### src/rtl/pid_pkg.sv
// ----------------------------------------------------------------------------
// pid_pkg
// Shared widths, register codes and the records passed between the front,
// queue, divider and back end of the PID step block.
// ----------------------------------------------------------------------------
package pid_pkg;

   localparam int unsigned DATA_W      = 32;
   localparam int unsigned FRAC_W      = 16;
   localparam int unsigned CSR_IDX_W   = 3;
   localparam int unsigned QUEUE_DEPTH = 2;
   localparam int unsigned MUL_W       = DATA_W + 1;
   localparam int unsigned PROD_W      = 2 * MUL_W;
   localparam int unsigned DIVD_W      = 2 * DATA_W;
   localparam int unsigned DIV_STEPS   = 2;

   localparam bit WINDUP_CLAMP_ON_DEF = 1'b1;
   localparam bit OUTPUT_CLAMP_ON_DEF = 1'b1;

   localparam logic signed [DATA_W-1:0] S32_MAX = {1'b0, {(DATA_W-1){1'b1}}};
   localparam logic signed [DATA_W-1:0] S32_MIN = {1'b1, {(DATA_W-1){1'b0}}};
   localparam logic [DATA_W-1:0]        PERIOD_ONE = DATA_W'(1) << FRAC_W;

   typedef enum logic [CSR_IDX_W-1:0] {
      REG_PROP_GAIN     = 3'd0,
      REG_INTEG_GAIN    = 3'd1,
      REG_DERIV_GAIN    = 3'd2,
      REG_SAMPLE_PERIOD = 3'd3,
      REG_OUTPUT_MIN    = 3'd4,
      REG_OUTPUT_MAX    = 3'd5,
      REG_WINDUP_MIN    = 3'd6,
      REG_WINDUP_MAX    = 3'd7
   } csr_reg_type;

   typedef struct packed {
      logic signed [DATA_W-1:0] prop_gain;
      logic signed [DATA_W-1:0] integ_gain;
      logic signed [DATA_W-1:0] deriv_gain;
      logic [DATA_W-1:0]        sample_period;
      logic signed [DATA_W-1:0] output_min;
      logic signed [DATA_W-1:0] output_max;
      logic signed [DATA_W-1:0] windup_min;
      logic signed [DATA_W-1:0] windup_max;
   } pid_cfg_type;

   typedef struct packed {
      logic signed [DATA_W-1:0] error;
      logic signed [DATA_W-1:0] half_sum;
      logic signed [DATA_W:0]   error_diff;
   } pid_item_type;

   typedef struct packed {
      logic full;
      logic empty;
   } queue_stat_type;

   typedef struct packed {
      logic              start;
      logic [DIVD_W-1:0] dividend;
      logic [DATA_W-1:0] divisor;
   } div_req_type;

   typedef struct packed {
      logic              busy;
      logic [DIVD_W-1:0] quotient;
   } div_stat_type;

endpackage

### src/rtl/pid_divider.sv
// ----------------------------------------------------------------------------
// pid_divider
// Unsigned restoring divider, 64-bit dividend by 32-bit divisor, two
// quotient bits per cycle.
// ----------------------------------------------------------------------------
module pid_divider
   import pid_pkg::*;
(
   input  logic         clock,
   input  logic         reset,
   input  div_req_type  req,
   output div_stat_type stat
);

   localparam int unsigned ITER  = DIVD_W / DIV_STEPS;
   localparam int unsigned CNT_W = $clog2(ITER);

   logic [DATA_W-1:0] rem_ff, rem_in;
   logic [DIVD_W-1:0] quo_ff, quo_in;
   logic [DATA_W-1:0] divisor_ff, divisor_in;
   logic [CNT_W-1:0]  cnt_ff, cnt_in;
   logic              busy_ff, busy_in;

   assign stat.busy     = busy_ff;
   assign stat.quotient = quo_ff;

   always_comb begin
      logic [DATA_W:0]   trial;
      logic [DATA_W-1:0] rem_v;
      logic [DIVD_W-1:0] quo_v;
      rem_v      = rem_ff;
      quo_v      = quo_ff;
      trial      = '0;
      rem_in     = rem_ff;
      quo_in     = quo_ff;
      divisor_in = divisor_ff;
      cnt_in     = cnt_ff;
      busy_in    = busy_ff;
      if (req.start) begin
         rem_in     = '0;
         quo_in     = req.dividend;
         divisor_in = req.divisor;
         cnt_in     = CNT_W'(ITER - 1);
         busy_in    = 1'b1;
      end else if (busy_ff) begin
         for (int i = 0; i < DIV_STEPS; i++) begin
            trial = {rem_v, quo_v[DIVD_W-1]};
            quo_v = {quo_v[DIVD_W-2:0], 1'b0};
            if (trial >= {1'b0, divisor_ff}) begin
               trial    = trial - {1'b0, divisor_ff};
               quo_v[0] = 1'b1;
            end
            rem_v = trial[DATA_W-1:0];
         end
         rem_in = rem_v;
         quo_in = quo_v;
         cnt_in = cnt_ff - CNT_W'(1);
         if (cnt_ff == '0) begin
            busy_in = 1'b0;
         end
      end
   end

   always_ff @(posedge clock) begin
      rem_ff     <= rem_in;
      quo_ff     <= quo_in;
      divisor_ff <= divisor_in;
      cnt_ff     <= cnt_in;
   end

   always_ff @(posedge clock) begin
      if (reset) begin
         busy_ff <= 1'b0;
      end else begin
         busy_ff <= busy_in;
      end
   end

endmodule

### config.mk
export PLATFORM = sky130hd
export DESIGN_NAME = pid_divider
export DESIGN_NICKNAME = d
export VERILOG_FILES = /design/src/rtl/pid_pkg.sv /design/src/rtl/pid_divider.sv
export SDC_FILE = /design/constraint.sdc
export NUM_CORES = 1
export LEC_CHECK = 0
export ABC_AREA = 0
export BUFFER_PORTS_ARGS = -buffer_cell sky130_fd_sc_hd__buf_2
export CAP_MARGIN = 20
export CORE_MARGIN = 4
export CORE_UTILIZATION = 45
export CTS_BUF_LIST = sky130_fd_sc_hd__clkbuf_16
export DETAILED_ROUTE_END_ITERATION = 10
export PLACE_DENSITY = 0.66
export SYNTH_ARGS = -nofsm -noshare
export SYNTH_HDL_FRONTEND = slang
export SYNTH_SLANG_ARGS = --single-unit
### constraint.sdc
create_clock -name clock -period 8.42 [get_ports clock]
set_input_delay 0 -clock clock [delete_from_list [all_inputs] [get_ports clock]]
set_output_delay 0 -clock clock [all_outputs]
set_load 0.02 [all_outputs]
## After elaboration in Yosys (flattened, before gate mapping)

Index checks and enable logic that the tools add are counted.

- Bits in registers: 134
- Input bits: 99

- Add/subtract/negate cells: 3
- $lt $le $gt $ge: 2
- Mux-type cells: 11
- Reductions and logical operators: 2

Operators by type and width:

| kind | number |
|---|---|
| 32-bit 2-to-1 mux | 4 |
| 64-bit 2-to-1 mux | 2 |
| 33-bit by 32-bit >= comparator with 1-bit output | 2 |
| 32-bit subtractor | 2 |
| 5-bit logical NOT | 1 |
| 1-bit 2-to-1 mux | 5 |
| 5-bit by 1-bit subtractor with 5-bit output (second input constant) | 1 |
| 2-bit nonzero test | 1 |

## Depth between registers and ports, before layout

Gate-level depths: netlist (run 1).

- Depth in word-level cells: 8
- Depth in mapped cells: 25

## Worst setup path after synthesis (run 1)

Ideal clock, no wire load.

- Kind: reg2reg
- Start: register quo_ff[63]
- End: register quo_ff[0] (data pin)
- Setup time: 260 ps
- Arrival time: 4496 ps
- Required time: 8160 ps
- Slack: 3664 ps
- Cell stages (with the launch flop): 23
- Clock period less this slack: 4756 ps
- Path through: edfxtp_1 -> inv_1 -> ha_1 -> inv_1 -> fa_1 -> a21o_1 -> a311o_1 -> nand3_1 -> a21oi_1 -> o31ai_1 -> xnor2_1 -> a21oi_1 -> ha_1 -> and3_1 -> and2_1 -> a41o_1 -> a21oi_1 -> o221ai_2 -> o211ai_2 -> o2111ai_1 -> buf_6 -> buf_8 -> mux2_2

- Cells in the longest elaborated chain, start to end: 8

Ends and longest elaborated chain:

| element | RTL line | text |
|---|---|---|
| from (decl) | pid_divider.sv:19 | `logic [DIVD_W-1:0] quo_ff, quo_in;` |
| from (signal assigned) | pid_divider.sv:66 | `quo_ff <= quo_in;` |
| 32-bit subtractor / 33-bit by 32-bit >= comparator with 1-bit output (equally long branches) | pid_divider.sv:50, pid_divider.sv:49 |  |
| 32-bit 2-to-1 mux * | pid_divider.sv:49 | `if (trial >= {1'b0, divisor_ff}) begin` |
| 32-bit 2-to-1 mux * | pid_divider.sv:45 | `end else if (busy_ff) begin` |
| 32-bit 2-to-1 mux * | pid_divider.sv:39 | `if (req.start) begin` |
| 33-bit by 32-bit >= comparator with 1-bit output * | pid_divider.sv:49 |  |
| 1-bit 2-to-1 mux * | pid_divider.sv:49 |  |
| 64-bit 2-to-1 mux * | pid_divider.sv:45 |  |
| 64-bit 2-to-1 mux * | pid_divider.sv:39 |  |
| via quo_in[0] | pid_divider.sv:19 |  |

The timed path passes the listed nets; every way through them passes the cells marked *. The select of a mux whose other input is x is not followed.
A chain may end at the register's enable or synchronous reset.

## Worst setup path after layout (run 1)

- Start: register divisor_ff[24]
- End: register rem_ff[30]

- Cells in the longest elaborated chain, start to end: 6

Ends and longest elaborated chain:

| element | RTL line | text |
|---|---|---|
| from (decl) | pid_divider.sv:20 | `logic [DATA_W-1:0] divisor_ff, divisor_in;` |
| from (signal assigned) | pid_divider.sv:67 | `divisor_ff <= divisor_in;` |
| 32-bit subtractor / 33-bit by 32-bit >= comparator with 1-bit output (equally long branches) | pid_divider.sv:50, pid_divider.sv:49 |  |
| 32-bit 2-to-1 mux | pid_divider.sv:49 |  |
| 32-bit 2-to-1 mux | pid_divider.sv:45 |  |
| 32-bit 2-to-1 mux | pid_divider.sv:39 |  |
| 32-bit subtractor / 33-bit by 32-bit >= comparator with 1-bit output (equally long branches) | pid_divider.sv:50, pid_divider.sv:49 |  |
| 32-bit 2-to-1 mux * | pid_divider.sv:49 |  |
| to (signal assigned) | pid_divider.sv:65 | `rem_ff <= rem_in;` |
| to (decl) | pid_divider.sv:18 | `logic [DATA_W-1:0] rem_ff, rem_in;` |

Mark *: on every way between the ends. The rest lies on a longest branch, timed or not. The select of a mux whose other input is x is not followed.

==> run_results.csv, run 1 <==
group,metric,value,unit
run_status,status,"finished, final reports clean",
power_and_ir_drop,p_leak,5.14,nW
route,drt_iter0_markers,519,
min_path,hold_start,"req[96]",
route,num_vias,8185,
worst_setup_path,worstSetupStartpointType,"register",
logic_synthesis,synth_area_leaders,"edfxtp_1, ha_1, mux2_2",
clock_tree,numCtsBuffers,17,
sta,finalCritPeriodShare,72.9,%
global_routing,track_usage,22.3,%
sta,rsz0062_at_grt,"no",
sta,fin_crit,6140,ps
sta,slew_headroom,31.9,%
logic_synthesis,yosysMostFrequentCell,"edfxtp_1",
route,wirelength,26.2,mm
logic_synthesis,synth-main-ff-cell,"edfxtp_1",
power_and_ir_drop,p_seq_share,27.0,%
clock_tree,clk_pin_slew_worst_paths,70,ps
floorplanning,core_area,0.0205,mm²
global_routing,antenna_found_initial,0,
route,drc,0,
worst_setup_path,cp.required,8770,ps
floorplanning,dieArea,0.0234,mm²
logic_synthesis,ys_ff_latch,134,
clock_tree,clock_sinks,134,
logic_synthesis,synth_warnings,0,
power_and_ir_drop,combPwrFrac,47.8,%
power_and_ir_drop,internal-power,0.00186,W
logic_synthesis,synth-edff-count,96,
place,numPortBuffers,163,
floorplanning,die_w,153,µm
logic_synthesis,syn_inst,951,
sta,fmax,163,MHz
worst_setup_path,ff2ff_path_depth,19,
clock_tree,cts_root_buf,"clkbuf_16",
layout,layout.nets,1355,
sta,worst_slew_pin_slew,1020,ps
global_routing,grt_max_degree,79,
sta,setup_viol,0,
logic_synthesis,ys_seq_area_share,38.5,%
logic_synthesis,synth.distinct_cells,76,
logic_synthesis,synth_common_cells,"edfxtp_1, nor2_1, a21oi_1",
clock_tree,post_cts_buffers,0,
floorplanning,start_util,46.2,%
power_and_ir_drop,power.density,260,mW/mm²
min_path,hp-class,"primary input to register",
worst_setup_path,cp-end-kind,"register",
sta,clock_skew,12.7,ps
logic_synthesis,netlist.area_leader.share,30.4,%
power_and_ir_drop,power_switching,0.00127,W
worst_setup_path,arrival,6480,ps
min_path,hold_depth,1,
logic_synthesis,syn_avg_cell_area,9.96,µm²
power_and_ir_drop,clockPowerShare,25.3,%
place,gp_congestion,0.931,
layout,antenna_cells,0,
worst_setup_path,slowest_delay,580,ps
layout,area_growth,27.0,%
logic_synthesis,synth_area_leader_cell,"edfxtp_1",
job,drv_cap,0,
route,wire_per_inst,17.8,µm
sta,fin_setup_tns,0,ps
clock_tree,htreeDepth,4,
route,first_pass_iters,5,
worst_setup_path,r2r-start,"divisor_ff[24]",
worst_setup_path,path_class,"register to register",
floorplanning,die_h,153,µm
floorplanning,io_pins,164,
logic_synthesis,syn_area,0.00947,mm²
clock_tree,tritoncts,"done",
power_and_ir_drop,p_sw_share,40.6,%
sta,drv_slew,0,
sta,final_hold_viol_count,0,
floorplanning,rows,52,
power_and_ir_drop,irDropWorstVdd,0.160,mV
logic_synthesis,synth_async_sr_flop_share,0,%
clock_tree,clock_path_buffers,2,
route,viasPerCell,5.56,
global_routing,grt_pass1_wl,43.1,mm
worst_setup_path,worstPathCellList,"inv_1, ha_1, nand4_1, or3_1, a31oi_2, o21a_1, buf_4, mux2_2, ha_1, and3_1, and2_1, a41o_1, a21oi_1, o221ai_2, o211ai_2, o2111ai_4, buf_4, a211o_1, a311oi_2",
global_routing,grt_overflow,0,
layout,drive_above_1_share,25.2,%
clock_tree,clkLatencyLatePin,440,ps
place,hpwlAfterDp,18.8,mm
layout,utilization,58.7,%
min_path,whs_endpoint,"divisor_ff[1]",
worst_setup_path,r2r-end,"rem_ff[30]",
worst_setup_path,slowest_stage,"o21a_1",
route,ant_nets,0,
worst_setup_path,cp_num_buf_inv,3,
logic_synthesis,synth_nets,1117,
global_routing,grt_pass1_vias,8512,
worst_setup_path,r2r_setup_slack,2280,ps
worst_setup_path,crit_family,"compound AO/OA/AOI/OAI gates",
worst_setup_path,critPathMaxFanout,29,
state kept, by name, indices dropped and copies added (netlist names):
signal      cells
divisor_ff     32
busy_ff         1
rem_ff         32
quo_ff         64
cnt_ff          5
through the flow:
stage / total power [W] / hold slack (ps) / worst slack, ps / instance area [µm²] / cells
floorplan: 0.00199 / 72.4 / 3660 / 9470 / 951
detailed placement: 0.00228 / 150 / 2360 / 10400 / 1343
global placement: 0.00228 / 151 / 2470 / 10400 / 1343
finish: 0.00313 / 149 / 2280 / 12000 / 1472
CTS: 0.00313 / 158 / 2320 / 12000 / 1472
global route: 0.00332 / 170 / 1920 / 12000 / 1472
per-layer routing:
layer	GRT usage [%]	wire, µm	vias up
li1	-	-	4031
met1	28.3	11400	3841
met2	37.8	12700	268
met3	5.43	1580	45
met4	6.53	532	0
met5	0	0	-
what timing repair did:
action,in CTS,in global routing
endpoints found under the hold margin,97,0
hold buffers,97,0
resized for setup,0,0
layout by cell type, fill, tap and decap left out, drive strengths merged, types with 4 or more instances in the layout:
cell / Yosys / routed
nand3: 16 / 16
or3: 4 / 4
buf: 26 / 169
nor4: 4 / 4
clkinv: 0 / 5
nand4: 15 / 15
a221oi: 4 / 4
mux2: 69 / 69
mux2i: 28 / 28
nor2: 91 / 91
a311oi: 6 / 6
o21bai: 13 / 13
nand2b: 9 / 9
a211o: 6 / 6
o31ai: 8 / 8
o21a: 8 / 8
xnor2: 29 / 29
a21boi: 5 / 5
edfxtp: 96 / 96
a21oi: 76 / 76
clkbuf: 21 / 17
and3: 6 / 6
a31oi: 11 / 11
inv: 54 / 61
dlygate4sd3: 0 / 97
nor3b: 4 / 4
dfxtp: 38 / 38
o21ai: 41 / 41
a21o: 20 / 20
xor2: 21 / 21
ha: 65 / 65
nor3: 13 / 13
a211oi: 29 / 29
and2: 8 / 8
o211ai: 10 / 10
nand2: 56 / 56
cell type report:
| cell class | instances | area [µm²] |
|---|---|---|
| Clock buffer | 17 | 425 |
| Fill cell | 1734 | 8470 |
| Sequential cell | 134 | 3640 |
| Timing Repair Buffer | 266 | 1830 |
| Clock inverter | 15 | 208 |
| Tap cell | 270 | 338 |
| Multi-Input combinational cell | 716 | 5380 |
| Inverter | 54 | 203 |
power by group through the flow:
stage | combinational (W) | clock [W] | sequential [W]
after CTS | 0.00148 | 0.000804 | 0.000842
final | 0.00149 | 0.000791 | 0.000844
after global routing | 0.00163 | 0.000836 | 0.000852
after detailed placement | 0.00143 | 0 | 0.000853
after floorplan | 0.00110 | 0 | 0.000885
after global placement | 0.00142 | 0 | 0.000853
how the worst max path moves through the flow:
| stage | start | endpoint | slack [ps] | cells after the start |
|---|---|---|---|---|
| 6_report | divisor_ff[24] | rem_ff[30] | 2280 | 19 |
| 5_1_grt | divisor_ff[9] | rem_ff[30] | 1920 | 20 |
| 4_1_cts | divisor_ff[24] | rem_ff[30] | 2320 | 19 |
| 3_5_place_dp | divisor_ff[24] | rem_ff[30] | 2360 | 19 |
| 3_3_place_gp | divisor_ff[13] | rem_ff[30] | 2470 | 19 |
| 2_1_floorplan | quo_ff[63] | quo_ff[0] | 3660 | 22 |
cells by family (layout without fill, tap and decap cells):
family,Yosys count,after routing,synth area share [%]
compound gates,262,262,19.8
flops,134,134,38.5
buf+inv,101,352,4.93
fa+ha+maj,67,67,9.01
simple gates,240,240,11.9
xor+xnor,50,50,4.62
mux,97,97,11.2
Power figures use the tool's default switching activity.
==> inputs of run 2 (changes only) <==
Settings changed: ABC_AREA 0 to 1, PLACE_DENSITY 0.66 to 0.68.
Clock period 8.42 ns to 5.35 ns, I/O delays scaled along.
==> run 2 against run 1 <==
Effect of this change: critical path depth up 4; highest routed layer unchanged; first-iteration DRC count rose by 95%; critical endpoint is now quo_ff[0]; routed wire length grew 41%; clock power is 61% higher.
==> run_results.csv, run 2 <==
group,metric,value,unit
layout,largest_reg_flops,64,
layout,area_growth,25.8,%
clock_tree,tritoncts,"done",
logic_synthesis,synth.distinct_cells,45,
global_routing,grt_pass1_wl,58.4,mm
worst_setup_path,worstSetupStartpointType,"register",
min_path,hp-class,"primary input to register",
floorplanning,die_h,162,µm
layout,final_common_cell,"nand2_1",
logic_synthesis,synth_area_leaders,"edfxtp_1, nand2_1, inv_1",
floorplanning,start_util,46.3,%
worst_setup_path,cp-end-kind,"register",
logic_synthesis,yosysMostFrequentCell,"nand2_1",
floorplanning,die_w,162,µm
clock_tree,clock_sinks,134,
global_routing,grt_pass1_vias,11000,
logic_synthesis,syn_inst,1598,
layout,fin_area,0.0133,mm²
route,wirelength,37.1,mm
clock_tree,clock_path_buffers,2,
logic_synthesis,synth_area_leader_cell,"edfxtp_1",
logic_synthesis,syn_avg_cell_area,6.64,µm²
sta,finalCritPeriodShare,87.9,%
sta,final_hold_viol_count,0,
layout,layout.nets,2011,
power_and_ir_drop,total_power,0.00312,W
clock_tree,htreeDepth,4,
floorplanning,io_pins,164,
layout,drive_above_1_share,12.0,%
clock_tree,postCtsResizedCells,0,
sta,clock_skew,12.7,ps
sta,slew_headroom,43.4,%
logic_synthesis,synth_async_sr_flop_share,0,%
run_status,status,"finished, final reports clean",
sta,fin_crit,4700,ps
sta,rsz0062_at_grt,"no",
logic_synthesis,ys_ff_latch,134,
layout,reg.largest.list,"quo_ff x64, divisor_ff x32, rem_ff x32",
place,dp_slack,743,ps
layout,multi_input_area,0.00584,mm²
logic_synthesis,synth-edff-count,96,
place,numPortBuffers,163,
floorplanning,dieArea,0.0261,mm²
sta,worst_slew_pin_slew,850,ps
route,wire_per_inst,17.1,µm
global_routing,antenna_found_initial,0,
place,place_area,0.0117,mm²
layout,final_cell_mix,"nand2_1, inv_1, buf_2",
route,ant_nets,0,
worst_setup_path,critPathMaxFanout,33,
logic_synthesis,synth_common_cells,"nand2_1, inv_1, nand3_1",
sta,fin_setup_tns,0,ps
global_routing,track_usage,28.2,%
layout,seq_area,0.00364,mm²
logic_synthesis,synth_warnings,0,
route,first_pass_iters,5,
clock_tree,cts_root_buf,"clkbuf_16",
logic_synthesis,netlist.area_leader.share,27.2,%
route,drc,0,
power_and_ir_drop,power.density,234,mW/mm²
worst_setup_path,arrival,4890,ps
route,viasPerCell,5.20,
sta,drv_slew,0,
clock_tree,clk_pin_slew_worst_paths,70,ps
clock_tree,post_cts_buffers,0,
logic_synthesis,synth-main-ff-cell,"edfxtp_1",
clock_tree,cts-hold-fix-buffers,97,
global_routing,grt_overflow,0,
clock_tree,numCtsBuffers,17,
job,drv_cap,0,
logic_synthesis,syn_area,0.0106,mm²
logic_synthesis,ys_seq_area_share,34.4,%
place,hpwlAfterDp,28.3,mm
layout,antenna_cells,0,
floorplanning,rows,55,
route,num_vias,11300,
sta,fin_ws,649,ps
worst_setup_path,path_class,"register to register",
power_and_ir_drop,p_leak,7.26,nW
worst_setup_path,cp.required,5540,ps
layout,regMostFlops,"quo_ff",
route,drt_iter0_markers,1010,
place,gp_congestion,0.975,
floorplanning,core_area,0.0229,mm²
layout,fill_cells,2142,
sta,setup_viol,0,
layout,utilization,58.2,%
power_and_ir_drop,irDropWorstVdd,0.217,mV
sta,fmax,213,MHz
logic_synthesis,synth_nets,1764,
clock_tree,clkLatencyLatePin,430,ps
global_routing,grt_max_degree,66,
-- run 2: changes by cell type in the layout (fill, tap and decap cells not counted), moves of 17 or more --
| cell | change |
|---|---|
| mux2i_1 | -28 |
| mux2_2 | -68 |
| a21oi_1 | -17 |
| nand2_1 | +603 |
| nand3_1 | +95 |
| nand4_1 | +29 |
| a211oi_1 | -27 |
| inv_1 | +191 |
-- run 2: final timing paths --
kind / from / cells after the start / slack (ps) / end
setup / recovery: divisor_ff[30] / 23 / 650 / quo_ff[0]
hold / removal: req[96] / 1 / 70 / divisor_ff[25]
setup reg to reg: divisor_ff[30] / 23 / 650 / quo_ff[0]
hold reg to reg: cnt_ff[3] / 2 / 450 / cnt_ff[3]
-- run 2: layout make-up --
class,count,area share [%]
tap,313,2.93
sequential,134,27.3
inverter,248,6.98
clock inverter,15,1.54
timing repair buffer,271,14.3
clock buffer,17,3.19
multi-input combinational,1173,43.8
-- run 2: stage by stage --
stage          hold slack [ps]  cells
2_1_floorplan             98.9   1598
3_3_place_gp               176   2042
3_5_place_dp               178   2042
4_1_cts                   68.7   2171
5_1_grt                   75.6   2171
6_report                  72.0   2171
-- run 2: critical path: stages, from the launching register on --
cell	delay [ps]
edfxtp_1	330
inv_1	80
ha_1	480
nand2_1	150
nor3_1	210
nand2_1	150
nor2_1	140
nand3_1	100
nand4_2	130
buf_12	210
nand2_1	80
nand2_1	140
inv_1	70
ha_1	330
a21oi_1	280
o21ai_0	170
a21oi_1	150
nand2_1	160
nand4_1	110
nand2_1	110
nand2_2	250
nand3_4	370
nand2_1	160
nand2_1	60
-- run 2: logic make-up after synthesis --
family,synth area share [%]
flops,34.4
fa+ha+maj,8.05
simple gates,37.2
buf+inv,10.7
xor+xnor,3.72
compound gates,5.96
-- run 2: report_power, final --
group          internal [W]  switching, W
Combinational      0.000220      0.000385
Sequential          0.00120     0.0000401
Clock              0.000785      0.000487
Total               0.00221      0.000912
-- run 2: per-layer routing --
metal / vias up / global-route usage (%) / part of all wire, %
met5: - / 0 / 0
met4: 0 / 10.1 / 3.2
met3: 67 / 4.52 / 8.4
met2: 544 / 44.7 / 45
met1: 5115 / 39.0 / 44
li1: 5560 / - / -
==> inputs of run 3 (changes only) <==
Settings changed: PLACE_DENSITY 0.68 to 0.74.
==> run 3 against run 2 <==
Effect of this change: total power down 2.7%; routed wire length grew 3.1%; critical path depth grew 1; cell count is the same; clock skew rose by 2.9 ps; combinational power grew 1%; sequential share of layout area is 0.16 points higher; via count is 0.73% higher; critical endpoint is now rem_ff[21].
==> run_results.csv, run 3 (same netlist as run 2, synthesis figures left out) <==
group,metric,value,unit
global_routing,track_usage,29.1,%
clock_tree,postCtsResizedCells,0,
worst_setup_path,slowest_stage,"ha_1",
sta,finalCritPeriodShare,90.2,%
layout,seq_area,0.00364,mm²
sta,setup_viol,0,
layout,final_common_cell,"nand2_1",
power_and_ir_drop,irDropWorstVdd,0.200,mV
route,num_vias,11400,
floorplanning,die_h,162,µm
job,drv_cap,0,
clock_tree,cts-hold-fix-buffers,97,
route,ant_nets,0,
floorplanning,die_w,162,µm
place,numPortBuffers,163,
sta,fmax,207,MHz
min_path,hold_start,"req[96]",
global_routing,grt_max_degree,68,
power_and_ir_drop,power.density,229,mW/mm²
sta,worst_slew_pin_slew,662,ps
worst_setup_path,worstSetupStartpointType,"register",
floorplanning,io_pins,164,
sta,slew_headroom,55.9,%
min_path,hp-class,"primary input to register",
place,place_area,0.0117,mm²
worst_setup_path,r2r-start,"divisor_ff[7]",
worst_setup_path,critical_path.startpoint,"divisor_ff[7]",
global_routing,antenna_found_initial,0,
clock_tree,cts_root_buf,"clkbuf_16",
place,gp_congestion,0.962,
power_and_ir_drop,p_leak,7.23,nW
route,viasPerCell,5.24,
sta,rsz0062_at_grt,"no",
worst_setup_path,crit_top_cell,"nand2_1",
layout,multi_input_area,0.00584,mm²
sta,final_hold_viol_count,0,
sta,fin_crit,4830,ps
floorplanning,rows,55,
global_routing,grt_overflow,0,
floorplanning,dieArea,0.0261,mm²
worst_setup_path,cp-end-kind,"register",
clock_tree,clock_path_buffers,2,
sta,drv_slew,0,
layout,reg.largest.list,"quo_ff x64, divisor_ff x32, rem_ff x32",
layout,largest_reg_flops,64,
worst_setup_path,worstPathCellList,"inv_1, ha_1, nand2_1, nor2_1, nand4_1, nor2_1, nand3_1, nand4_2, buf_4, nand2_1, nand2_1, inv_1, ha_1, a21oi_1, o21ai_0, a21oi_1, nand2_1, nand4_1, nand2_1, nand2_2, buf_4, nand4_1, nand3_1, nand2_1",
layout,area_growth,25.1,%
clock_tree,tritoncts,"done",
clock_tree,clock_sinks,134,
layout,final_cell_mix,"nand2_1, inv_1, buf_2",
clock_tree,clk_pin_slew_worst_paths,60,ps
route,wire_per_inst,17.6,µm
layout,layout.nets,2011,
worst_setup_path,cp_num_buf_inv,4,
worst_setup_path,critPathMaxFanout,33,
route,first_pass_iters,6,
clock_tree,post_cts_buffers,0,
layout,fin_area,0.0133,mm²
clock_tree,numCtsBuffers,17,
sta,clock_skew,15.5,ps
worst_setup_path,crit_family,"simple AND/OR/NAND/NOR gates",
clock_tree,htreeDepth,4,
layout,regMostFlops,"quo_ff",
layout,fill_cells,2064,
place,hpwlAfterDp,28.2,mm
layout,antenna_cells,0,
layout,drive_above_1_share,11.9,%
layout,utilization,57.9,%
run_status,status,"finished, final reports clean",
clock_tree,clkLatencyLatePin,420,ps
floorplanning,start_util,46.3,%
route,wirelength,38.3,mm
global_routing,grt_pass1_wl,60.2,mm
worst_setup_path,arrival,5130,ps
route,drt_iter0_markers,1074,
worst_setup_path,path_class,"register to register",
worst_setup_path,slowest_delay,380,ps
global_routing,grt_pass1_vias,11200,
floorplanning,core_area,0.0229,mm²
worst_setup_path,cp.required,5660,ps
route,drc,0,
sta,fin_setup_tns,0,ps
-- run 3: power by group --
| part | switching, W | internal [W] |
|---|---|---|
| Clock | 0.000487 | 0.000689 |
| Combinational | 0.000391 | 0.000221 |
| Sequential | 0.0000436 | 0.00120 |
-- run 3: area by class of cell --
type | instances | area share [%]
Clock buffer | 17 | 3.21
Tap cell | 313 | 2.95
Sequential cell | 134 | 27.5
Multi-Input combinational cell | 1173 | 44.0
Clock inverter | 15 | 1.15
Inverter | 248 | 7.02
Timing Repair Buffer | 271 | 14.2
-- run 3: stage by stage --
step	total power (W)	instances	setup slack, ps	hold WS (ps)
after floorplan	0.00160	1598	1660	98.9
after global placement	0.00180	2041	768	177
after detailed placement	0.00180	2041	743	178
after CTS	0.00302	2170	697	133
after global routing	0.00314	2171	215	147
final	0.00304	2171	525	122
-- run 3: worst paths after layout --
kind	slack, ps	end	depth (start not counted)
setup / recovery	520	rem_ff[21]	24
hold reg to reg	460	cnt_ff[3]	2
hold / removal	120	divisor_ff[16]	1
setup reg to reg	520	rem_ff[21]	24
-- run 3: layer usage --
layer | up-vias | GRT usage, % | share of wire [%]
li1 | 5563 | - | -
met1 | 5124 | 37.9 | 42
met3 | 86 | 5.79 | 8.5
met2 | 595 | 48.2 | 46
met4 | 0 | 10.4 | 3.5
met5 | - | 0 | 0
